`config.mk`:
```
export PLATFORM = sky130hd
export DESIGN_NAME = cubic_sample_rate_converter_unit
export DESIGN_NICKNAME = d
export VERILOG_FILES = /design/src/rtl/csrc_pkg.sv /design/src/rtl/cubic_sample_rate_converter_unit.sv
export SDC_FILE = /design/constraint.sdc
export NUM_CORES = 2
export LEC_CHECK = 0
export BUFFER_PORTS_ARGS = -buffer_cell sky130_fd_sc_hd__clkbuf_2
export CORE_MARGIN = 2
export CORE_UTILIZATION = 40
export CTS_BUF_LIST = sky130_fd_sc_hd__clkbuf_4
export DETAILED_ROUTE_END_ITERATION = 10
export SLEW_MARGIN = 0
export SYNTH_ARGS = -nofsm -noshare
export SYNTH_HDL_FRONTEND = slang
export SYNTH_SLANG_ARGS = --single-unit
```
`constraint.sdc`:
```
create_clock -name clk -period 19.65 [get_ports clk]
set_input_delay 0.9825 -clock clk [delete_from_list [all_inputs] [get_ports clk]]
set_output_delay 0.9825 -clock clk [all_outputs]
set_load 0.05 [all_outputs]
```
`src/rtl/csrc_pkg.sv`:
```
package csrc_pkg;

	localparam int FRAC_BITS      = 16;
	localparam int W_BITS         = (FRAC_BITS > 16) ? 16 : FRAC_BITS;
	localparam int MAX_OUT_PER_IN = 16;
	localparam int CNT_W          = (MAX_OUT_PER_IN > 1) ? $clog2(MAX_OUT_PER_IN) : 1;

	localparam int SAMPLE_W = 16;
	localparam int STEP_W   = 20;
	localparam int PHASE_W  = FRAC_BITS + 5;
	localparam int FILL_W   = 3;
	localparam int HIST_D   = 4;

	// datapath widths: coefficients, Horner accumulator, multiplier operands
	localparam int CO_W   = SAMPLE_W + 6;
	localparam int ACC_W  = W_BITS + 24;
	localparam int MA_W   = ACC_W - W_BITS;
	localparam int MB_W   = W_BITS + 1;
	localparam int PROD_W = MA_W + MB_W;

	localparam logic [STEP_W-1:0]  STEP_RESET = STEP_W'(65536);
	localparam logic [FILL_W-1:0]  FILL_FULL  = FILL_W'(HIST_D);
	localparam logic [PHASE_W-1:0] ONE_PHASE  = PHASE_W'(1) << FRAC_BITS;

	localparam logic signed [ACC_W-1:0] ROUND_BIAS = ACC_W'(1) <<< W_BITS;
	localparam logic signed [ACC_W-1:0] SAT_HI     = ACC_W'(32767);
	localparam logic signed [ACC_W-1:0] SAT_LO     = -ACC_W'(32768);

	typedef logic signed [SAMPLE_W-1:0] sample_t;

endpackage

```
`src/rtl/cubic_sample_rate_converter_unit.sv`:
```
// channel   dir  handshake              payload
// in        in   in_valid / in_stall    left_sample, right_sample
// out       out  out_valid / out_stall  left_out, right_out, last_of_run
// cfg       in   cfg_valid / cfg_ready  phase_step
//
// an input beat that only fills history or is dropped goes from the check
// state back to idle; otherwise it makes n output beats (n up to 16)
// each output needs six steps per channel on the single 24x17 multiplier
// (Horner evaluation, upper and lower halves of the accumulator) plus one load
// reset clears history and phase, loads a step of 1.0; cfg_ready is always high
// a stalled output holds the sequencer before the next load, input is taken
// again as soon as the last output of a run sits in the output register
module cubic_sample_rate_converter_unit (
	input  logic                           clk,
	input  logic                           arst_n,
	input  logic                           in_valid,
	output logic                           in_stall,
	input  logic signed [15:0]             left_sample,
	input  logic signed [15:0]             right_sample,
	output logic                           out_valid,
	input  logic                           out_stall,
	output logic signed [15:0]             left_out,
	output logic signed [15:0]             right_out,
	output logic                           last_of_run,
	input  logic                           cfg_valid,
	output logic                           cfg_ready,
	input  logic [csrc_pkg::STEP_W-1:0]    phase_step
);

	typedef enum logic [1:0] {
		ST_IDLE,
		ST_CHECK,
		ST_CALC,
		ST_EMIT
	} state_t;

	typedef enum logic [2:0] {
		SK_MUL_A,
		SK_HI_1,
		SK_LO_1,
		SK_HI_2,
		SK_LO_2,
		SK_ROUND
	} step_t;

	state_t                              state_q;
	step_t                               step_q;
	logic                                ch_q;
	logic [csrc_pkg::CNT_W-1:0]          n_q;
	logic [csrc_pkg::FILL_W-1:0]         fill_q;
	logic [csrc_pkg::PHASE_W-1:0]        phase_q;
	logic [csrc_pkg::STEP_W-1:0]         step_reg_q;
	csrc_pkg::sample_t                   left_hist_q  [csrc_pkg::HIST_D];
	csrc_pkg::sample_t                   right_hist_q [csrc_pkg::HIST_D];
	logic signed [csrc_pkg::ACC_W-1:0]   acc_q;
	logic signed [csrc_pkg::ACC_W-1:0]   part_q;
	csrc_pkg::sample_t                   left_res_q;
	csrc_pkg::sample_t                   right_res_q;
	logic                                out_valid_q;
	csrc_pkg::sample_t                   left_out_q;
	csrc_pkg::sample_t                   right_out_q;
	logic                                last_q;

	logic signed [csrc_pkg::CO_W-1:0]    e0, e1, e2, e3;
	logic signed [csrc_pkg::CO_W-1:0]    coef_a, coef_b, coef_c, coef_d;
	logic signed [csrc_pkg::MA_W-1:0]    ma;
	logic signed [csrc_pkg::MB_W-1:0]    mb;
	logic signed [csrc_pkg::PROD_W-1:0]  prod;
	logic signed [csrc_pkg::ACC_W-1:0]   rnd;
	logic signed [csrc_pkg::ACC_W-1:0]   shr;
	csrc_pkg::sample_t                   sat;
	logic [csrc_pkg::PHASE_W-1:0]        phase_sum;
	logic                                run_last;
	logic [csrc_pkg::PHASE_W-1:0]        phase_end;
	logic                                in_take;
	logic                                out_free;

	assign in_take   = in_valid && (state_q == ST_IDLE);
	assign out_free  = !out_valid_q || !out_stall;
	assign in_stall  = (state_q != ST_IDLE);
	assign cfg_ready = 1'b1;

	assign out_valid   = out_valid_q;
	assign left_out    = left_out_q;
	assign right_out   = right_out_q;
	assign last_of_run = last_q;

	// history of the channel being worked on
	always_comb begin
		if (ch_q) begin
			e0 = csrc_pkg::CO_W'(right_hist_q[0]);
			e1 = csrc_pkg::CO_W'(right_hist_q[1]);
			e2 = csrc_pkg::CO_W'(right_hist_q[2]);
			e3 = csrc_pkg::CO_W'(right_hist_q[3]);
		end else begin
			e0 = csrc_pkg::CO_W'(left_hist_q[0]);
			e1 = csrc_pkg::CO_W'(left_hist_q[1]);
			e2 = csrc_pkg::CO_W'(left_hist_q[2]);
			e3 = csrc_pkg::CO_W'(left_hist_q[3]);
		end
	end

	// twice the catmull-rom coefficients
	assign coef_a = e3 - e0 + ((e1 - e2) <<< 1) + (e1 - e2);
	assign coef_b = (e0 <<< 1) - (e1 <<< 2) - e1 + (e2 <<< 2) - e3;
	assign coef_c = e2 - e0;
	assign coef_d = e1 <<< 1;

	always_comb begin
		case (step_q)
			SK_MUL_A: ma = csrc_pkg::MA_W'(coef_a);
			SK_HI_1,
			SK_HI_2:  ma = acc_q[csrc_pkg::ACC_W-1:csrc_pkg::W_BITS];
			SK_LO_1,
			SK_LO_2:  ma = signed'(csrc_pkg::MA_W'({1'b0, acc_q[csrc_pkg::W_BITS-1:0]}));
			default:  ma = '0;
		endcase
	end

	assign mb   = signed'({1'b0, phase_q[csrc_pkg::FRAC_BITS-1 -: csrc_pkg::W_BITS]});
	assign prod = csrc_pkg::PROD_W'(ma) * csrc_pkg::PROD_W'(mb);

	// round half up at the extra bit of the doubled coefficients, then clip
	assign rnd = acc_q + csrc_pkg::ROUND_BIAS;
	assign shr = rnd >>> (csrc_pkg::W_BITS + 1);
	always_comb begin
		if (shr > csrc_pkg::SAT_HI) begin
			sat = csrc_pkg::SAMPLE_W'(csrc_pkg::SAT_HI);
		end else if (shr < csrc_pkg::SAT_LO) begin
			sat = csrc_pkg::SAMPLE_W'(csrc_pkg::SAT_LO);
		end else begin
			sat = csrc_pkg::SAMPLE_W'(shr);
		end
	end

	assign phase_sum = phase_q + csrc_pkg::PHASE_W'(step_reg_q);
	assign run_last  = (n_q == csrc_pkg::CNT_W'(csrc_pkg::MAX_OUT_PER_IN - 1)) ||
		(phase_sum >= csrc_pkg::ONE_PHASE);
	assign phase_end = (phase_sum >= csrc_pkg::ONE_PHASE) ?
		(phase_sum - csrc_pkg::ONE_PHASE) : '0;

	always_ff @(posedge clk or negedge arst_n) begin
		if (!arst_n) begin
			state_q     <= ST_IDLE;
			step_q      <= SK_MUL_A;
			ch_q        <= 1'b0;
			n_q         <= '0;
			fill_q      <= '0;
			phase_q     <= '0;
			step_reg_q  <= csrc_pkg::STEP_RESET;
			for (int i = 0; i < csrc_pkg::HIST_D; i++) begin
				left_hist_q[i]  <= '0;
				right_hist_q[i] <= '0;
			end
			acc_q       <= '0;
			part_q      <= '0;
			left_res_q  <= '0;
			right_res_q <= '0;
			out_valid_q <= 1'b0;
			left_out_q  <= '0;
			right_out_q <= '0;
			last_q      <= 1'b0;
		end else begin
			if (cfg_valid) begin
				step_reg_q <= phase_step;
			end
			if (state_q == ST_EMIT && out_free) begin
				out_valid_q <= 1'b1;
			end else if (out_valid_q && !out_stall) begin
				out_valid_q <= 1'b0;
			end
			case (state_q)
				ST_IDLE: begin
					if (in_take) begin
						for (int i = 0; i < csrc_pkg::HIST_D - 1; i++) begin
							left_hist_q[i]  <= left_hist_q[i+1];
							right_hist_q[i] <= right_hist_q[i+1];
						end
						left_hist_q[csrc_pkg::HIST_D-1]  <= left_sample;
						right_hist_q[csrc_pkg::HIST_D-1] <= right_sample;
						if (fill_q != csrc_pkg::FILL_FULL) begin
							fill_q <= fill_q + 1'b1;
						end
						state_q <= ST_CHECK;
					end
				end
				ST_CHECK: begin
					if (fill_q != csrc_pkg::FILL_FULL) begin
						state_q <= ST_IDLE;
					end else if (phase_q >= csrc_pkg::ONE_PHASE) begin
						// decimating: this beat makes no output
						phase_q <= phase_q - csrc_pkg::ONE_PHASE;
						state_q <= ST_IDLE;
					end else begin
						n_q     <= '0;
						ch_q    <= 1'b0;
						step_q  <= SK_MUL_A;
						state_q <= ST_CALC;
					end
				end
				ST_CALC: begin
					case (step_q)
						SK_MUL_A: begin
							acc_q  <= csrc_pkg::ACC_W'(prod) +
								(csrc_pkg::ACC_W'(coef_b) <<< csrc_pkg::W_BITS);
							step_q <= SK_HI_1;
						end
						SK_HI_1: begin
							part_q <= csrc_pkg::ACC_W'(prod);
							step_q <= SK_LO_1;
						end
						SK_LO_1: begin
							acc_q  <= part_q + csrc_pkg::ACC_W'(prod >>> csrc_pkg::W_BITS) +
								(csrc_pkg::ACC_W'(coef_c) <<< csrc_pkg::W_BITS);
							step_q <= SK_HI_2;
						end
						SK_HI_2: begin
							part_q <= csrc_pkg::ACC_W'(prod);
							step_q <= SK_LO_2;
						end
						SK_LO_2: begin
							acc_q  <= part_q + csrc_pkg::ACC_W'(prod >>> csrc_pkg::W_BITS) +
								(csrc_pkg::ACC_W'(coef_d) <<< csrc_pkg::W_BITS);
							step_q <= SK_ROUND;
						end
						SK_ROUND: begin
							step_q <= SK_MUL_A;
							if (ch_q) begin
								right_res_q <= sat;
								state_q     <= ST_EMIT;
							end else begin
								left_res_q <= sat;
								ch_q       <= 1'b1;
							end
						end
						default: begin
							step_q <= SK_MUL_A;
						end
					endcase
				end
				ST_EMIT: begin
					if (out_free) begin
						left_out_q  <= left_res_q;
						right_out_q <= right_res_q;
						last_q      <= run_last;
						ch_q        <= 1'b0;
						if (run_last) begin
							phase_q <= phase_end;
							state_q <= ST_IDLE;
						end else begin
							phase_q <= phase_sum;
							n_q     <= n_q + 1'b1;
							state_q <= ST_CALC;
						end
					end
				end
				default: begin
					state_q <= ST_IDLE;
				end
			endcase
		end
	end

endmodule
```
# Word level (Yosys, flattened, before mapping)

Index checks and enable logic that the tools add are counted.

Register bits after elaboration: 328
Input port bits: 57
Output and inout bits: 36
Logic and storage cells: 133

Add/sub/neg operators: 19
Multiply operators: 1
Order comparisons: 4
Eq/ne operators: 18
Mux-type cells: 38
Bitwise operators: 1
Reductions and logical operators: 29

Operator list:

| operator                                                        | number |
|---|---|
| subtractor 22 bit                                               | 6 |
| adder 40 x 38 -> 40 bit                                         | 3 |
| case mux 40 bit (3 select lines)                                | 1 |
| two-way mux 21 bit                                              | 5 |
| two-way mux 22 bit                                              | 4 |
| case mux 24 bit (3 select lines)                                | 1 |
| adder 22 bit                                                    | 3 |
| >= comparator 21 x 17 -> 1 bit, second input constant           | 2 |
| case mux 21 bit (2 select lines)                                | 1 |
| subtractor 21 x 17 -> 21 bit, second input constant             | 2 |
| multiplier 24 x 17 -> 41 bit                                    | 1 |
| adder 40 x 18 -> 40 bit, second input constant                  | 1 |
| adder 40 x 25 -> 40 bit                                         | 1 |
| two-way mux 16 bit                                              | 2 |
| greater-than comparator 23 x 16 -> 1 bit, second input constant | 1 |
| less-than comparator 23 x 16 -> 1 bit, second input constant    | 1 |
| adder 21 x 20 -> 21 bit                                         | 1 |
| two-way mux 4 bit                                               | 4 |
| inequality test 2 bit, second input constant                    | 8 |
| case mux 3 bit (5 select lines)                                 | 1 |
| two-way mux 2 bit                                               | 7 |
| AND reduction 3 bit                                             | 4 |
| AND reduction 5 bit                                             | 2 |
| case mux 2 bit (4 select lines)                                 | 1 |
| other kinds (25)                                                | 47 |

# Logic depth before layout (Yosys ltp)

Word-level depth: 9
Gate-level depth with buffers: 82
Depth with buffers taken out: 77

# Worst setup path after synthesis

Ideal clock, no wire load.

Path kind: reg2reg
From: register ch_q
To: register acc_q[39] in the netlist's numbering
Library setup time: 126 ps
Arrival time: 16464 ps
Required time: 19524 ps
Path slack: 3060 ps
Cell stages (with the launch flop): 74
Path buffers: 4
Period minus slack after synthesis: 16590 ps
Cell sequence: dfrtp_1 clkbuf_1 clkbuf_1 clkbuf_1 mux2i_1 inv_1 ha_1 nor2b_1 o21ai_0 a21boi_0 o21ai_0 a21boi_1 or2_2 a21oi_1 xnor2_1 inv_1 fa_1 fa_1 [... 38 more ...] o21bai_1 a21oi_1 xnor2_1 ha_1 inv_1 fa_1 nor2b_1 o21ai_0 a21boi_0 or4_1 o211ai_1 a31oi_1 o21ai_1 o211ai_1 a311oi_1 xnor3_1 nor2_1 o32a_1

Word-level cells in the longest chain between the ends: 9
Elaborated cells between the ends (all ways): 20
Classes of those cells: add/sub (13); mul (1); mux (6)

Ends and longest elaborated chain:

| what                                       | line                                                                             | text |
|---|---|---|
| from (decl)                                | cubic_sample_rate_converter_unit.sv:48                                           | `logic ch_q;` |
| from (signal assigned)                     | cubic_sample_rate_converter_unit.sv:146                                          | `ch_q <= 1'b0;` |
| from (signal assigned)                     | cubic_sample_rate_converter_unit.sv:196                                          | `ch_q <= 1'b0;` |
| from (signal assigned)                     | cubic_sample_rate_converter_unit.sv:233                                          | `ch_q <= 1'b1;` |
| two-way mux 22 bit                         | cubic_sample_rate_converter_unit.sv:90                                           | `if (ch_q) begin` |
| subtractor 22 bit                          | cubic_sample_rate_converter_unit.sv:104                                          | `assign coef_a = e3 - e0 + ((e1 - e2) <<< 1) + (e1 - e2);` |
| adder 22 bit                               | cubic_sample_rate_converter_unit.sv:104                                          |  |
| adder 22 bit *                             | cubic_sample_rate_converter_unit.sv:104                                          |  |
| case mux 24 bit (3 select lines) *         | cubic_sample_rate_converter_unit.sv:110                                          | `case (step_q)` |
| multiplier 24 x 17 -> 41 bit *             | cubic_sample_rate_converter_unit.sv:121                                          | `assign prod = csrc_pkg::PROD_W'(ma) * csrc_pkg::PROD_W'(mb);` |
| net prod (one bit)                         | cubic_sample_rate_converter_unit.sv:68                                           | `logic signed [csrc_pkg::PROD_W-1:0] prod;` |
| adder 40 x 25 -> 40 bit                    | cubic_sample_rate_converter_unit.sv:213, cubic_sample_rate_converter_unit.sv:222 |  |
| adder 40 x 38 -> 40 bit (on tied branches) | cubic_sample_rate_converter_unit.sv:222, cubic_sample_rate_converter_unit.sv:213 |  |
| case mux 40 bit (3 select lines) *         | cubic_sample_rate_converter_unit.sv:202                                          | `case (step_q)` |
| to (signal assigned)                       | cubic_sample_rate_converter_unit.sv:204                                          | `acc_q <= csrc_pkg::ACC_W'(prod) +` |
| to (signal assigned)                       | cubic_sample_rate_converter_unit.sv:213                                          | `acc_q <= part_q + csrc_pkg::ACC_W'(prod >>> csrc_pkg::W_BITS) +` |
| to (signal assigned)                       | cubic_sample_rate_converter_unit.sv:222                                          | `acc_q <= part_q + csrc_pkg::ACC_W'(prod >>> csrc_pkg::W_BITS) +` |
| to (decl)                                  | cubic_sample_rate_converter_unit.sv:55                                           | `logic signed [csrc_pkg::ACC_W-1:0] acc_q;` |

The timed path passes the listed nets; every way through them passes the cells marked *.
A chain may end at the register's enable or synchronous reset.

# Final worst setup path

Ends and elaborated chain as after synthesis.

==> results.tsv <==
metric	value	unit
antenna_found_initial	7	
clk_pin_slew_worst_paths	70	ps
netlist.area_leader.share	0.235	
synth_area_leaders	fa_1 (24%), dfrtp_1 (20%), ha_1 (9.8%)	
slew_headroom	0.142	
synthArstFlopShare	1.00	
grt_usage	0.215	
grt_max_degree	89	
io_buffers	91	
wirelength	109000	µm
synth_seq_cells	328	
postRouteAntennaNets	0	
path_max_fanout	48	
place.gp.congestion	0.923	
synth_edf_count	0	
fill_cells	9915	
drt_iter0_drc	2123	
synth_cell_types	94	
clkLatencyLatePin	920	ps
crit_path_end_kind	flop	
cts_root_buffer	clkbuf_4	
rows	116	
overflow	0	
synthToLayoutAreaGrowth	7.41	%
die_h	322	µm
core_area	0.100	mm²
finalSetupViolations	0	
die-area	0.104	mm²
post-route-period-util	0.934	
synthFlopType	dfrtp_1	
cts_setup_buffers	0	
ys_seq_area_frac	0.202	
setup_tns	0	ps
worstPathRequired	20440	ps
final_common_cell	inv_1	
die_w	322	µm
cts_buffer_depth	3	
first_pass_iters	6	
clock.fmax	54.5	MHz
rsz0062_at_grt	no	
slew_viol_final	0	
drc	0	
min_path_type	in -> async	
period_minus_slack	18360	ps
grt_pass1_wl	175000	µm
ioPinCount	93	
synth_nets	5197	
critPathLaunchType	flop	
post_route_cells_drive_above_1_share	0.123	
synth_area	0.0405	mm²
yosys_warnings	0	
slowest_stage	xor2_1	
start_util	0.404	
nNetsFinal	5258	
h-tree-depth	3	
num_vias	30898	
worstMarginPinSlew	1270	ps
cts_tree	built	
slowest_delay	750	ps
drv_cap	0	
status	completed	
synth_cells	4345	
critPathKind	reg -> reg	
worstPathArrival	19150	ps
syn_area_per_cell	9.33	µm²
cts.sinks	328	
synth_area_leader_cell	fa_1	
dp_hpwl	87500	µm
cts_buffers	85	
seq_area	0.00821	mm²
wl_per_cell	18.7	µm
grt_pass1_vias	31449	
vias_per_cell	5.32	
layout_common_cells	inv_1 (681), fa_1 (476), nand2_1 (423)	
multi_input_area	0.0292	mm²
hold_viol	0	
fin_worst_skew	84.6	ps
## sequential cells by signal, indices dropped and copies added, names as in the netlist, 4 cells and up
| signal | flops |
|---|---|
| left_hist_q | 64 |
| left_out | 16 |
| acc_q | 40 |
| left_res_q | 16 |
| step_reg_q | 20 |
| phase_q | 21 |
| right_hist_q | 64 |
| part_q | 40 |
| right_res_q | 16 |
| right_out | 16 |
| n_q | 4 |
## cell families after synthesis
group	synth area share
xor+xnor	0.0463
mux	0.0818
compound gates	0.134
flops	0.202
fa+ha+maj	0.333
other cells	0.0000925
buf+inv	0.0791
simple gates	0.123
## critical path: cells and delay by family (launching register included)
kind,cells,cell delay [ps]
buffers and inverters,11,1690
multiplexers,1,510
adder cells (fa/ha/maj),14,6080
AO/OA/AOI/OAI,25,5870
AND/OR/NAND/NOR,11,1580
flip-flops,1,650
XOR/XNOR,4,1850
## per-layer routing
layer | wire [µm] | global-route usage
met5 | 18 | 0
met4 | 2720 | 0.0603
met3 | 5790 | 0.0306
met2 | 51500 | 0.356
met1 | 48800 | 0.292
## final timing paths
kind | start | to | slack (ps) | cells after the start
min | arst_n | left_hist_q[10] | 140 | 1
min in group clk | phase_step[4] | step_reg_q[4] | 310 | 2
min reg2reg | acc_q[10] | acc_q[10] | 490 | 2
max reg2reg | ch_q | acc_q[39] | 1290 | 66
max | ch_q | acc_q[39] | 1290 | 66
max in group asynchronous | arst_n | right_res_q[1] | 17520 | 3
## repair_timing
| action | in CTS | in global routing |
|---|---|---|
| resized for setup | 0 | 3 |
| endpoints found under the setup margin | 0 | 9 |
| endpoints found under the hold margin | 0 | 0 |
| hold buffers | 0 | 0 |
## Yosys cell counts, drive strengths merged, types with 13 or more instances
master and count:
or3 15, and3 28, o21ai 188, clkbuf 143, nor3 51, nand4 17
a211oi 17, a21boi 15, xnor2 142, nand3 61, mux2i 78, a31oi 32
a22o 13, xor2 67, o31a 29, dfrtp 327, fa 476, a21o 75
inv 681, nor2b 27, nand2 424, ha 319, o31ai 53, nand2b 27
o21a 21, buf 25, nor2 172, o21bai 37, mux2 225, o211ai 16
and2 154, a21oi 210
## through the flow
stage	instance area (µm²)	util	hold WS (ps)	setup WS [ps]	instances
after floorplan	40500	-	444	3060	4345
after global placement	42600	0.424	461	1390	5676
after detailed placement	42600	0.424	470	1180	5676
after CTS	43500	0.434	102	1150	5806
after global routing	43500	0.434	130	58.0	5809
final	43500	0.434	136	1290	5810
## area by class of cell
type,count,area share
sequential,328,0.189
timing repair buffer,142,0.0195
clock buffer,107,0.0184
antenna,4,0.000230
inverter,682,0.0588
multi-input combinational,3167,0.672
clock inverter,23,0.00382
tap,1357,0.0390
Power is not shown: default switching activity piles up to over one toggle a cycle in this logic, so the estimate is an artifact.
